[config.mk]
export PLATFORM = sky130hd
export DESIGN_NAME = positional_list_store_unit
export DESIGN_NICKNAME = d
export VERILOG_FILES = /design/src/rtl/core/pls_pkg.sv /design/src/rtl/core/pls_ram.sv /design/src/rtl/core/positional_list_store_unit.sv
export SDC_FILE = /design/constraint.sdc
export NUM_CORES = 2
export LEC_CHECK = 0
export ABC_CLOCK_PERIOD_IN_PS = 9900
export BUFFER_PORTS_ARGS = -buffer_cell sky130_fd_sc_hd__buf_4
export CAP_MARGIN = 10
export CORE_ASPECT_RATIO = 1.2
export CORE_UTILIZATION = 30
export CTS_CLUSTER_DIAMETER = 150
export CTS_CLUSTER_SIZE = 16
export DETAILED_ROUTE_END_ITERATION = 6
export GPL_TIMING_DRIVEN = 1
export MAX_ROUTING_LAYER = met4
export PLACE_DENSITY = 0.47
export SYNTH_ARGS = -nofsm -noshare
export SYNTH_HDL_FRONTEND = slang
export SYNTH_SLANG_ARGS = --single-unit
[constraint.sdc]
create_clock -name clk -period 9.9 [get_ports clk]
set_clock_uncertainty 0.05 [all_clocks]
set_input_delay 1.98 -clock clk [delete_from_list [all_inputs] [get_ports clk]]
set_output_delay 1.98 -clock clk [all_outputs]
set_load 0.01 [all_outputs]
[src/rtl/core/pls_pkg.sv]
`default_nettype none

package pls_pkg;

	// Request codes carried on the operation field.
	typedef enum logic [3:0] {
		OP_INS_FRONT = 4'd0,
		OP_INS_BACK  = 4'd1,
		OP_INS_AT    = 4'd2,
		OP_RD_FRONT  = 4'd3,
		OP_RD_BACK   = 4'd4,
		OP_RD_AT     = 4'd5,
		OP_RM_FRONT  = 4'd6,
		OP_RM_BACK   = 4'd7,
		OP_RM_AT     = 4'd8
	} op_t;

	// Completion codes returned with every result.
	typedef enum logic [1:0] {
		ST_OK    = 2'd0,
		ST_EMPTY = 2'd1,
		ST_RANGE = 2'd2,
		ST_FULL  = 2'd3
	} status_t;

	// Width of the value fields on both channels.
	localparam int unsigned VALUE_W = 32;

endpackage

`default_nettype wire

[src/rtl/core/pls_ram.sv]
`default_nettype none

module pls_ram #(
	parameter int unsigned WIDTH = 32,
	parameter int unsigned DEPTH = 64
) (
	input  wire logic                     clk,
	input  wire logic                     we,
	input  wire logic [$clog2(DEPTH)-1:0] waddr,
	input  wire logic [WIDTH-1:0]         wdata,
	input  wire logic [$clog2(DEPTH)-1:0] raddr,
	output logic      [WIDTH-1:0]         rdata
);

	logic [WIDTH-1:0] mem_q [DEPTH];

	// One write port and one read port; read data is registered.
	always_ff @(posedge clk) begin
		if (we) begin
			mem_q[waddr] <= wdata;
		end
		rdata <= mem_q[raddr];
	end

endmodule

`default_nettype wire

[src/rtl/core/positional_list_store_unit.sv]
// Positional list store: an ordered list of up to CAPACITY values held in one RAM.
// Requests arrive on the input channel (operation, value, position) and each one
// produces exactly one result (value_out, count_out, status) on the output channel.
// Both channels transfer when valid is high and stall is low at a rising clock edge.
// One request is worked on at a time; in_stall is high while a request is in progress.
// Steps per request: errors and unknown codes go straight to the finish state; reads
//   wait for the registered RAM data; an insert at position p first moves entries p..count-1
//   up, then writes the value at p; a remove at p reads it, then moves entries p+1..count-1 down.
// An insert or remove at the front is the worst case, because every element behind the
// position is moved through the RAM's single write port, one element per cycle.
// in_stall falls at the edge that raises out_valid, so the next request can be
// accepted at the following edge.
// The result register lets a new request be accepted while the previous result still
// waits; a request that finishes while out_stall holds the old result waits until it
// has been transferred.
// Reset (arst_n low) empties the list and drops any pending result. RAM contents
// are not cleared; only entries below the count are ever used.
`default_nettype none

module positional_list_store_unit #(
	parameter int unsigned CAPACITY   = 64,
	parameter int unsigned DATA_WIDTH = 32
) (
	input  wire logic                                clk,
	input  wire logic                                arst_n,
	input  wire logic                                in_valid,
	output logic                                     in_stall,
	input  wire logic [3:0]                          operation,
	input  wire logic signed [pls_pkg::VALUE_W-1:0]  value,
	input  wire logic [$clog2(CAPACITY+1)-1:0]       position,
	output logic                                     out_valid,
	input  wire logic                                out_stall,
	output logic signed [pls_pkg::VALUE_W-1:0]       value_out,
	output logic [$clog2(CAPACITY+1)-1:0]            count_out,
	output logic [1:0]                               status
);

	import pls_pkg::*;

	localparam int unsigned ADDR_W = $clog2(CAPACITY);
	localparam int unsigned CNT_W  = $clog2(CAPACITY + 1);

	typedef enum logic [2:0] {
		S_IDLE,
		S_SHIFT_UP,
		S_INS_PUT,
		S_RD_WAIT,
		S_SHIFT_DN,
		S_FINISH
	} state_t;

	state_t                      state_q;
	logic [CNT_W-1:0]            count_q;
	logic [CNT_W-1:0]            p_q;
	logic [CNT_W-1:0]            cur_q;
	logic [DATA_WIDTH-1:0]       val_q;
	logic                        take_q;
	logic                        pend_s1;
	logic [ADDR_W-1:0]           wa_s1;
	status_t                     res_status_q;
	logic signed [VALUE_W-1:0]   res_value_q;
	logic                        out_valid_q;
	logic signed [VALUE_W-1:0]   value_out_q;
	logic [CNT_W-1:0]            count_out_q;
	status_t                     status_q;

	// Request decode signals.
	logic                        acc_ins;
	logic                        acc_rd;
	logic                        acc_take;
	logic [CNT_W-1:0]            acc_p;
	status_t                     acc_st;
	logic [CNT_W-1:0]            last;

	// RAM port signals.
	logic                        ram_we;
	logic [ADDR_W-1:0]           ram_waddr;
	logic [DATA_WIDTH-1:0]       ram_wdata;
	logic [ADDR_W-1:0]           ram_raddr;
	logic [DATA_WIDTH-1:0]       ram_rdata;
	logic signed [DATA_WIDTH-1:0] rd_signed;
	logic [CNT_W-1:0]            cur_dec;
	logic                        out_free;

	assign in_stall  = (state_q != S_IDLE);
	assign out_valid = out_valid_q;
	assign value_out = value_out_q;
	assign count_out = count_out_q;
	assign status    = status_q;

	assign out_free  = !out_valid_q || !out_stall;
	assign rd_signed = ram_rdata;
	assign cur_dec   = cur_q - CNT_W'(1);
	assign last      = (count_q != '0) ? count_q - CNT_W'(1) : '0;

	// Decode the request: target position and the status it will end with.
	always_comb begin
		acc_ins  = 1'b0;
		acc_rd   = 1'b0;
		acc_take = 1'b0;
		acc_p    = '0;
		unique case (op_t'(operation))
			OP_INS_FRONT: begin acc_ins = 1'b1; acc_p = '0; end
			OP_INS_BACK:  begin acc_ins = 1'b1; acc_p = count_q; end
			OP_INS_AT:    begin acc_ins = 1'b1; acc_p = position; end
			OP_RD_FRONT:  begin acc_rd = 1'b1; acc_p = '0; end
			OP_RD_BACK:   begin acc_rd = 1'b1; acc_p = last; end
			OP_RD_AT:     begin acc_rd = 1'b1; acc_p = position; end
			OP_RM_FRONT:  begin acc_rd = 1'b1; acc_take = 1'b1; acc_p = '0; end
			OP_RM_BACK:   begin acc_rd = 1'b1; acc_take = 1'b1; acc_p = last; end
			OP_RM_AT:     begin acc_rd = 1'b1; acc_take = 1'b1; acc_p = position; end
			default:      begin acc_p = '0; end
		endcase

		if (acc_ins) begin
			if (acc_p > count_q) begin
				acc_st = ST_RANGE;
			end else if (count_q == CNT_W'(CAPACITY)) begin
				acc_st = ST_FULL;
			end else begin
				acc_st = ST_OK;
			end
		end else if (acc_rd) begin
			if (count_q == '0) begin
				acc_st = ST_EMPTY;
			end else if (acc_p >= count_q) begin
				acc_st = ST_RANGE;
			end else begin
				acc_st = ST_OK;
			end
		end else begin
			acc_st = ST_RANGE;
		end
	end

	// RAM addressing for each state. Shifts read one entry ahead of the write.
	always_comb begin
		ram_we    = 1'b0;
		ram_waddr = wa_s1;
		ram_wdata = ram_rdata;
		ram_raddr = acc_p[ADDR_W-1:0];
		unique case (state_q)
			S_IDLE: begin
				ram_raddr = acc_p[ADDR_W-1:0];
			end
			S_SHIFT_UP: begin
				ram_we    = pend_s1;
				ram_raddr = cur_dec[ADDR_W-1:0];
			end
			S_INS_PUT: begin
				ram_we    = 1'b1;
				ram_waddr = p_q[ADDR_W-1:0];
				ram_wdata = val_q;
			end
			S_SHIFT_DN: begin
				ram_we    = pend_s1;
				ram_raddr = cur_q[ADDR_W-1:0];
			end
			S_RD_WAIT,
			S_FINISH: begin
				ram_we = 1'b0;
			end
			default: begin
				ram_we = 1'b0;
			end
		endcase
	end

	pls_ram #(
		.WIDTH (DATA_WIDTH),
		.DEPTH (CAPACITY)
	) u_store (
		.clk   (clk),
		.we    (ram_we),
		.waddr (ram_waddr),
		.wdata (ram_wdata),
		.raddr (ram_raddr),
		.rdata (ram_rdata)
	);

	// Sequencer, list count and result register.
	always_ff @(posedge clk or negedge arst_n) begin
		if (!arst_n) begin
			state_q      <= S_IDLE;
			count_q      <= '0;
			pend_s1      <= 1'b0;
			wa_s1        <= '0;
			out_valid_q  <= 1'b0;
			p_q          <= '0;
			cur_q        <= '0;
			val_q        <= '0;
			take_q       <= 1'b0;
			res_status_q <= ST_OK;
			res_value_q  <= '0;
			value_out_q  <= '0;
			count_out_q  <= '0;
			status_q     <= ST_OK;
		end else begin
			// A finishing request reloads the result register itself.
			if (out_valid_q && !out_stall && state_q != S_FINISH) begin
				out_valid_q <= 1'b0;
			end

			unique case (state_q)
				S_IDLE: begin
					if (in_valid) begin
						p_q          <= acc_p;
						val_q        <= DATA_WIDTH'(value);
						take_q       <= acc_take;
						res_status_q <= acc_st;
						res_value_q  <= '0;
						pend_s1      <= 1'b0;
						cur_q        <= count_q;
						if (acc_st != ST_OK) begin
							state_q <= S_FINISH;
						end else if (acc_ins) begin
							state_q <= S_SHIFT_UP;
						end else begin
							state_q <= S_RD_WAIT;
						end
					end
				end

				// Move entries p..count-1 up by one, from the back.
				S_SHIFT_UP: begin
					pend_s1 <= (cur_q != p_q);
					wa_s1   <= cur_q[ADDR_W-1:0];
					if (cur_q != p_q) begin
						cur_q <= cur_dec;
					end else begin
						state_q <= S_INS_PUT;
					end
				end

				S_INS_PUT: begin
					count_q <= count_q + CNT_W'(1);
					state_q <= S_FINISH;
				end

				S_RD_WAIT: begin
					res_value_q <= VALUE_W'(rd_signed);
					if (take_q) begin
						cur_q   <= p_q + CNT_W'(1);
						pend_s1 <= 1'b0;
						state_q <= S_SHIFT_DN;
					end else begin
						state_q <= S_FINISH;
					end
				end

				// Move entries p+1..count-1 down by one, from the front.
				S_SHIFT_DN: begin
					pend_s1 <= (cur_q < count_q);
					wa_s1   <= cur_dec[ADDR_W-1:0];
					if (cur_q < count_q) begin
						cur_q <= cur_q + CNT_W'(1);
					end else begin
						count_q <= count_q - CNT_W'(1);
						state_q <= S_FINISH;
					end
				end

				S_FINISH: begin
					if (out_free) begin
						out_valid_q <= 1'b1;
						value_out_q <= res_value_q;
						count_out_q <= count_q;
						status_q    <= res_status_q;
						state_q     <= S_IDLE;
					end
				end

				default: begin
					state_q <= S_IDLE;
				end
			endcase
		end
	end

endmodule

`default_nettype wire
==> flow_summary.rst <==
.. list-table::
   :header-rows: 1

   * - Metric
     - Value
   * - Most prevalent standard cell on the critical path
     - sky130_fd_sc_hd__buf_4
   * - Type of element capturing the critical path
     - register
   * - Total iterations of the first detailed-routing run
     - 6
   * - Maximum vdd ir drop
     - 0.4353 mV
   * - Startpoint of the worst-slack reg-to-reg timing path
     - count_q[1]$_DFFE_PN0P_
   * - Port Buf Inserts
     - 89
   * - Power density cells
     - 344.4 nW/um^2
   * - Share of the clock period used by the worst path
     - 63.50%
   * - Total clock sinks
     - 2,220
   * - Routed wire per std cell
     - 28.67 um
   * - Result of the run
     - complete, no violations
   * - Placed Instance Area
     - 94,440 um^2
   * - Level count of the clock H-tree
     - 4
   * - Yosys cell types
     - 84
   * - Buf/Inv on CP
     - 3
   * - Largest net degree at the start of global routing
     - 140
   * - Final Core Density
     - 33.96%
   * - Ratio of cells with drive above 1 in the final layout
     - 11.23%
   * - Initial detailed-routing violation count
     - 5,784
   * - Internal power
     - 19.38 mW
   * - Post-CTS Setup Inserts
     - 0
   * - Global-route congestion overflow total
     - 0
   * - Clock transition at the registers of the reported paths
     - 0.07 ns
   * - Worst-skew pair later-pin latency
     - 0.85 ns
   * - CTS buffer count
     - 164
   * - Most area-consuming cells after synthesis
     - sky130_fd_sc_hd__edfxtp_1 (70%), sky130_fd_sc_hd__nand2_1 (6.6%), sky130_fd_sc_hd__dfrtp_1 (4.0%), sky130_fd_sc_hd__mux2i_1 (3.6%), sky130_fd_sc_hd__nand3_1 (3.6%)
   * - Height of the die
     - 596.3 um
   * - Area share of the leading cell type in the synthesized netlist
     - 69.65%
   * - Number of gates resized after cts
     - 0
   * - Predominant post-synthesis flop cell
     - sky130_fd_sc_hd__edfxtp_1
   * - Area enclosed by the die boundary
     - 296,500 um^2
   * - Reg-to-reg setup timing slack
     - 3.86 ns
   * - Kind of launch point of the worst setup path
     - input pin
   * - Required arrival time at the worst endpoint
     - 10.60 ns
   * - Seq pwr share
     - 37.6%
   * - Area growth from synthesis to final layout
     - 12.25%
   * - Gate Count Post-Synth
     - 6,318
   * - Rel. slew slack
     - 14.74%
   * - Proportion of power drawn by combinational gates
     - 43.8%
   * - Post-route non-filler standard cell count
     - 10,320
   * - Number of buffers added to fix hold violations after cts
     - 0
   * - Routability congestion estimate
     - 0.8652
   * - Worst reg2reg path depth
     - 13
   * - Largest area contributor in the netlist
     - sky130_fd_sc_hd__edfxtp_1
   * - Capture point of the worst reg-to-reg path
     - u_store.rdata[2]$_DFF_P_
   * - Number of synthesized flops with an enable pin
     - 2,048
   * - Crit path setup slack, layout
     - 3.614 ns
   * - Total instance count after detailed placement
     - 10,030
   * - Area of the placeable core
     - 291,900 um^2
   * - CP cell instances
     - buf_4, mux2i_1, a2bb2oi_1, a2bb2oi_1, a21o_4, buf_4, nand2_4, buf_4, o22ai_1, nor4_1, nor3_1, and4b_1
   * - Number of warnings reported in the yosys synthesis log
     - 0
   * - Overall track demand over capacity in global routing
     - 20.07%
   * - Highest clock frequency the design can meet
     - 159.1 MHz
   * - Slew at the pin closest to its max-slew limit
     - 1.274 ns
   * - Hold WC Path Type
     - reg2reg
   * - Final Critical Period
     - 6.286 ns
   * - Number of vias after detailed routing
     - 54,140
   * - Part of the power in the clock network
     - 18.7%
   * - Number of top-level pins
     - 90
   * - Highest-delay cell along the critical path
     - sky130_fd_sc_hd__nor3_1
   * - Post-synthesis sequential area ratio
     - 74.34%
   * - Via density per instance
     - 5.245
   * - Flops & latches, synth
     - 2,220
   * - Endpoint arrival time on the critical path
     - 6.99 ns
   * - Max_cap viols
     - 0
   * - Setup repair after global routing missed its margin
     - no
   * - # fillers
     - 28,280
   * - Delay contributed by the slowest stage of the critical path
     - 1.00 ns
   * - DRC Markers
     - 0
   * - Die width
     - 497.3 um
   * - Hold path startpoint
     - val_q[8]$_DFFE_PN0P_
   * - Worst hold slack across all endpoints
     - 0.4302 ns
   * - Synthesized net count
     - 6,381
   * - Maximum buffer depth of the clock tree
     - 4
   * - Design Area, Final
     - 99,120 um^2
   * - Switching part of the total power
     - 43.23%
   * - Leakage power
     - 33.24 nW
   * - Switching power of the nets
     - 14.75 mW
   * - Post-synthesis area per instance
     - 13.98 um^2
   * - Number of cells on the worst hold path
     - 2
   * - Global-route wire length before repair
     - 415,500 um
   * - Max FO, Critical Path
     - 54
   * - Starting density of the core
     - 30.25%
   * - Count of final setup violators
     - 0
   * - Final wirelength
     - 296,000 um
   * - TritonCTS clock tree
     - yes
   * - Final total power
     - 34.13 mW
   * - Hold Path End
     - val_q[8]$_DFFE_PN0P_
   * - Number of hold violations in the final report
     - 0
   * - Placement Rows
     - 217
   * - Antenna violations before repair
     - 30
   * - Worst Path Class, Setup
     - in2reg
   * - Setup total negative slack
     - 0 ns
   * - Synthesized area
     - 88,300 um^2
   * - Post-synthesis async set-or-reset flop share
     - 6.306%
   * - Post-Place Setup Slack
     - 2.748 ns
   * - Final Max Slew Viols
     - 0
   * - Remaining antenna violation count after routing
     - 0
   * - Via count of the first global-routing pass
     - 52,660
   * - Fin nets
     - 6,428
   * - Half-perimeter wire length of the detailed placement result
     - 163,300 um
   * - Cell type group with the largest total delay on the critical path
     - simple AND/OR/NAND/NOR gates
   * - Master cell of the clock root buffer
     - sky130_fd_sc_hd__clkbuf_16
==> area by class of cell <==
cell class | count | area [um^2] | area share (%)
Inverter | 20 | 75.07 | 0.07574
Tap cell | 3832 | 4795 | 4.837
Multi-Input combinational cell | 3683 | 21610 | 21.80
Antenna cell | 42 | 105.1 | 0.1060
Sequential cell | 2220 | 65640 | 66.23
Timing Repair Buffer | 276 | 2338 | 2.359
Clock inverter | 5 | 80.08 | 0.08079
Clock buffer | 244 | 4468 | 4.508
==> layout by cell type (no fill, tap or decap), drive strengths merged, types with 15 or more instances in the layout <==
cell type,count
clkbuf,244
mux4,51
nand2,1560
ha,16
edfxtp,2048
o211ai,26
a22oi,52
dfxtp,32
nand3,640
nand4,69
o21ai,72
nor4,61
diode,42
mux2,59
a32oi,35
xnor2,25
and4b,22
mux2i,320
a31oi,45
and3,15
buf,276
a21oi,185
o22ai,98
nor3,43
nor2,111
a211oi,33
dfrtp,140
inv,18
==> per-layer routing <==
layer	up-vias	global-route usage, %	wire length, um
met2	1819	33.72	148100
met1	28410	25.57	122700
met3	323	2.294	17710
li1	23580	-	-
met4	0	5.540	7421
met5	-	-	0
==> cell families (layout without fill, tap and decap cells) <==
| kind of cell | Yosys count | after routing | synth area share (%) |
|---|---|---|---|
| AOI/OAI and AO/OA | 612 | 612 | 4.441 |
| DFF | 2220 | 2220 | 74.34 |
| adders and majority gates | 16 | 16 | 0.2267 |
| buffers and inverters | 415 | 545 | 2.076 |
| and+or+nand+nor | 2591 | 2591 | 12.90 |
| muxes | 430 | 430 | 5.680 |
| other | 0 | 42 | 0 |
| xor gates and xnor gates | 34 | 34 | 0.3372 |
==> worst max path at each step <==
stage          depth (start not counted)         start                   endpoint
6_report                              12  operation[2]   u_store.rdata[3]$_DFF_P_
3_5_place_dp                          12  operation[2]   u_store.rdata[3]$_DFF_P_
2_1_floorplan                         16  operation[2]     state_q[1]$_DFFE_PN0P_
4_1_cts                               12  operation[2]   u_store.rdata[3]$_DFF_P_
5_1_grt                               12  operation[2]   u_store.rdata[3]$_DFF_P_
3_3_place_gp                          12  operation[2]  u_store.rdata[20]$_DFF_P_
==> worst min-delay path, stage by stage (launching register included) <==
cell and delay, ns:
sky130_fd_sc_hd__dfrtp_1 0.35, sky130_fd_sc_hd__nand2_1 0.05, sky130_fd_sc_hd__nand2_1 0.05
==> flip-flops by register name, indices dropped and copies added (netlist names), 3 cells and up <==
signal / flops
wa_s1: 6
cur_q: 7
val_q: 32
u_store.mem_q: 2048
value_out: 32
count_out: 7
u_store.rdata: 32
state_q: 3
count_q: 7
res_value_q: 32
p_q: 7
==> Yosys cell counts (6+ instances only) <==
cell,n
sky130_fd_sc_hd__a211oi_1,29
sky130_fd_sc_hd__a21oi_1,184
sky130_fd_sc_hd__a221oi_1,6
sky130_fd_sc_hd__a22oi_1,52
sky130_fd_sc_hd__a311oi_1,9
sky130_fd_sc_hd__a31oi_1,45
sky130_fd_sc_hd__a32oi_1,35
sky130_fd_sc_hd__and3_1,15
sky130_fd_sc_hd__and4_1,9
sky130_fd_sc_hd__and4b_1,22
sky130_fd_sc_hd__buf_1,40
sky130_fd_sc_hd__buf_2,136
sky130_fd_sc_hd__buf_4,10
sky130_fd_sc_hd__buf_6,9
sky130_fd_sc_hd__clkbuf_1,200
sky130_fd_sc_hd__dfrtp_1,140
sky130_fd_sc_hd__dfxtp_1,32
sky130_fd_sc_hd__edfxtp_1,2048
sky130_fd_sc_hd__ha_1,16
sky130_fd_sc_hd__inv_1,16
sky130_fd_sc_hd__mux2_2,59
sky130_fd_sc_hd__mux2i_1,320
sky130_fd_sc_hd__mux4_2,51
sky130_fd_sc_hd__nand2_1,1560
sky130_fd_sc_hd__nand2b_1,8
sky130_fd_sc_hd__nand3_1,640
sky130_fd_sc_hd__nand3b_1,9
sky130_fd_sc_hd__nand4_1,69
sky130_fd_sc_hd__nor2_1,105
sky130_fd_sc_hd__nor2b_1,6
sky130_fd_sc_hd__nor3_1,41
sky130_fd_sc_hd__nor4_1,61
sky130_fd_sc_hd__o211ai_1,26
sky130_fd_sc_hd__o21ai_0,69
sky130_fd_sc_hd__o22ai_1,98
sky130_fd_sc_hd__or3_1,12
sky130_fd_sc_hd__xnor2_1,25
sky130_fd_sc_hd__xor2_1,9
==> power by group through the flow <==
stage / clock network (mW) / logic (mW) / registers, mW
after floorplan: 0 / 8.38 / 12.8
after global placement: 0 / 14.6 / 13.0
after detailed placement: 0 / 15.0 / 13.0
after CTS: 6.50 / 15.0 / 12.8
after global routing: 6.80 / 15.8 / 12.8
final: 6.38 / 14.9 / 12.8
Note: power is estimated with default switching activity, not from simulation.
